<file path="src/design/krt_ram.sv">
`default_nettype none

module krt_ram #(
    parameter int WIDTH = 32,
    parameter int DEPTH = 128
) (
    input  wire logic                                      aclk,
    input  wire logic                                      we,
    input  wire logic [((DEPTH > 1) ? $clog2(DEPTH) : 1)-1:0] waddr,
    input  wire logic [WIDTH-1:0]                          wdata,
    input  wire logic [((DEPTH > 1) ? $clog2(DEPTH) : 1)-1:0] raddr,
    output logic      [WIDTH-1:0]                          rdata
);

    logic [WIDTH-1:0] mem [DEPTH];

    always_ff @(posedge aclk) begin
        if (we) begin
            mem[waddr] <= wdata;
        end
        rdata <= mem[raddr];
    end

endmodule

`default_nettype wire

</file>
<file path="config.mk">
export PLATFORM = sky130hd
export DESIGN_NAME = krt_ram
export DESIGN_NICKNAME = d
export VERILOG_FILES = /design/src/design/krt_ram.sv
export SDC_FILE = /design/constraint.sdc
export NUM_CORES = 2
export LEC_CHECK = 0
export BUFFER_PORTS_ARGS = -buffer_cell sky130_fd_sc_hd__buf_2
export CAP_MARGIN = 20
export CORE_AREA = 2 2 679 411
export DETAILED_ROUTE_END_ITERATION = 6
export DIE_AREA = 0 0 681 413
export PLACE_DENSITY_LB_ADDON = 0.05
export SLEW_MARGIN = 10
export SYNTH_ARGS = -nofsm -noshare
export SYNTH_HDL_FRONTEND = slang
export SYNTH_SLANG_ARGS = --single-unit
</file>
<file path="constraint.sdc">
create_clock -name aclk -period 4 [get_ports aclk]
set_input_delay 0.8 -clock aclk [delete_from_list [all_inputs] [get_ports aclk]]
set_output_delay 0.8 -clock aclk [all_outputs]
set_load 0.03 [all_outputs]
</file>
==> Implementation_results.wiki <==
{| class="wikitable"
! Metric !! Value
|-
| Cell type with the largest total area after synthesis || edfxtp_1
|-
| Final worst path period share || a little over 80%
|-
| Data arrival at the endpoint of the critical path || 4.11 ns
|-
| DRC violation count after routing || 0
|-
| Synthesized instance count || around 6,000
|-
| RSZ-0062 raised after global routing || false
|-
| Run status || finished clean
|-
| Post-detailed-placement half-perimeter wirelength || 258 mm
|-
| Post-CTS Hold Fix Bufs || 0
|-
| Setup-failing EPs final || 0
|-
| Via count of the first global-routing pass || 71,000
|-
| Cell area after technology mapping || approximately 160,000 um2
|-
| Worst supply voltage drop on vdd || 0.414 mV
|-
| Share of layout cells above drive strength 1 || 37.7%
|-
| Die height || 413 um
|-
| Setup slack after layout || about 0.70 ns
|-
| Antenna viol nets, final || 0
|-
| Total placed instance area || 168,000 um2
|-
| Post-route cell area || 180,000 um2
|-
| Post-layout instance count excluding filler cells || about 11,000
|-
| Setup Buffers After CTS || 0
|-
| Minimum clock period after layout || 3.30 ns
|-
| Wire length of the first global-routing pass || 605 mm
|-
| FILL cells || about 17,000
|-
| Core Rows || 150
|-
| Endpoints failing hold || 0
|-
| Standby leakage power || 0.0554 uW
|-
| Number of buffers added on ports || 79
|-
| DR vias || 74,000
|-
| IO Pins || 80
|-
| Pin slew with the least headroom to its limit || roughly 1.2 ns
|-
| Critical path launch point type || input pin
|-
| Clk Latency, worst-skew pair || around 0.92 ns
|-
| Die area || 281,000 um2
|-
| Rel. slew slack || 16.8%
|-
| TritonCTS clock tree || done
|-
| Hold_ws || 0.320 ns
|-
| Worst setup skew after layout || 0.0352 ns
|-
| Commonest register cell after synthesis || edfxtp_1
|-
| Final number of max-transition violations || 0
|-
| Path type of the worst setup path || in2reg
|-
| Leading post-synthesis cells by cell area || edfxtp_1 79%, mux4_2 19%, clkbuf_1 0.44%
|-
| Async set-or-reset flop fraction in the synthesized netlist || 0%
|-
| Maximum root-to-sink buffer count || 4
|-
| Sort of element at the end of the critical path || register
|-
| Max FO, Critical Path || 20
|-
| Mean instance size in the synthesized netlist || 26.1 um2
|-
| # H-tree levels || 5
|-
| Iteration count of the initial detailed-routing pass || 5
|-
| Max Cap Viol || 0
|-
| Net Count, Synth || 6,038
|-
| Max Clk Rate || just over 300 MHz
|-
| # nets final || between 6,000 and 7,000
|-
| Final weighted congestion of routability-driven global placement || 0.849
|-
| Worst hold path class || in2reg
|-
| Area added between synthesis and finish || 15.1%
|-
| Count of cells resized by post-cts repair || 0
|-
| Yosys top cell area share || 78.7%
|-
| Number of antenna violations at the first check in global routing || 83
|-
| Setup Slack @ Placement || -0.273 ns
|-
| EDFF count, synth || ~4,000
|-
| Mean number of vias per cell || 6.92
|-
| Seq/Total Area, Yosys || between 70% and 80%
|-
| Number of synthesized register bits || 4,128
|-
| Data required time at the worst endpoint || approximately 4.8 ns
|-
| Initial core utilization || 56.6%
|-
| Chip Width || 681 um
|-
| All-Layer GR Usage || 32.0%
|-
| GRT Residual Overflow || 0
|-
| Placed instance count || roughly 10,000
|-
| Clock tree sinks || 4,128
|-
| Number of distinct library cells after synthesis || 17
|-
| Average routed wire per standard cell || around 42 um
|-
| Number of warnings issued by yosys || 0
|-
| Number of buffers created by CTS || ~370
|-
| Power density of the placed cells || 493 nW/um2
|-
| Clock-pin slew reported for the worst setup and hold paths after clock tree synthesis || 0.07 ns
|-
| Area of the core || 276,000 um2
|-
| Number of DRC markers after the initial detailed-route iteration || roughly 13,000
|-
| Cell at the root of the clock tree || clkbuf_16
|-
| Pin count of the biggest net entering global routing || 129
|-
| Total routed wirelength || 444 mm
|}
==> metrics by stage <==
stage	total power [uW]	util (%)	TNS, ns
floorplan	51200	-	-2.55
CTS	89000	65.1	0
finish	88700	65.2	0
global route	90900	65.1	0
detailed placement	54100	60.8	-0.962
global placement	54000	60.8	-0.967
==> state kept, by name, summed over array words and instances (netlist names) <==
name,count
rdata,32
mem,4096
==> cell usage after synthesis, types with 3 or more instances <==
cell type     n
nand3_1      12
mux4_2     1344
nand4_1       3
nor3_1        9
nor2b_1       7
nor2_1      122
buf_2        79
edfxtp_1   4096
dfxtp_1      32
mux2_2       32
clkbuf_1    182
buf_1        50
buf_4         3
nand2_1      14
==> critical path, cell delays in order <==
cell    delay (ns)
buf_12        0.18
buf_12        0.27
buf_4         0.33
buf_4         0.31
mux4_2        0.55
mux4_2        0.66
mux4_2        0.66
mux2_2        0.32
==> path summary, 6_finish.rpt <==
path	startpoint	endpoint	slack, ns	cells after the start
max reg2reg	mem[117][6]	rdata[6]	1.29	4
min reg2reg	mem[78][20]	rdata[20]	1.11	4
min	wdata[29]	mem[64][29]	0.32	1
max	raddr[0]	rdata[10]	0.70	8
==> final cells by class <==
type                            count  area [um2]  share of cell area (%)
Clock buffer                      473       10100                    5.60
Tap cell                         3724        4660                    2.59
Antenna cell                       51         128                  0.0709
Clock inverter                    195        1760                   0.981
Sequential cell                  4128      124000                    68.7
Timing Repair Buffer              573        7330                    4.07
Multi-Input combinational cell   1546       32300                    18.0
==> power by group <==
group	switching, uW	internal, uW	total (uW)
clock	15600	19900	35500
combinational	3310	1970	5270
sequential	181	47700	47900
==> layout by cell type (no fill, tap or decap), types with 3 or more instances in the layout <==
master	count
clkinvlp_4	14
mux2_2	32
nand2_2	3
nor3_2	9
nand2_1	11
inv_6	4
nand4_1	3
buf_4	282
mux4_2	1344
nor2b_1	7
nand3_2	4
nand3_1	8
dfxtp_1	32
buf_12	246
edfxtp_1	4096
bufinv_16	32
buf_8	3
clkbuf_16	384
clkinv_1	71
clkinv_4	4
buf_2	40
clkbuf_8	13
nor2_1	3
clkbuf_1	76
clkinv_2	69
diode_2	51
nor2_4	119
==> per-layer routing <==
layer  up-vias  wire [um]  track usage [%]
li1      27800          -                -
met1     40600     181000             50.9
met2      4997     189000             43.8
met3       584      64400             10.8
met4        56       8900             6.20
met5         -        667            0.794
==> kinds of logic after synthesis <==
logic type / after synthesis / share of synthesized area [%]
simple gates: 170 / 0.446
flops: 4128 / 79.1
buf+inv: 316 / 0.839
mux: 1376 / 19.6
No activity file was read; power rests on OpenSTA's default activity.
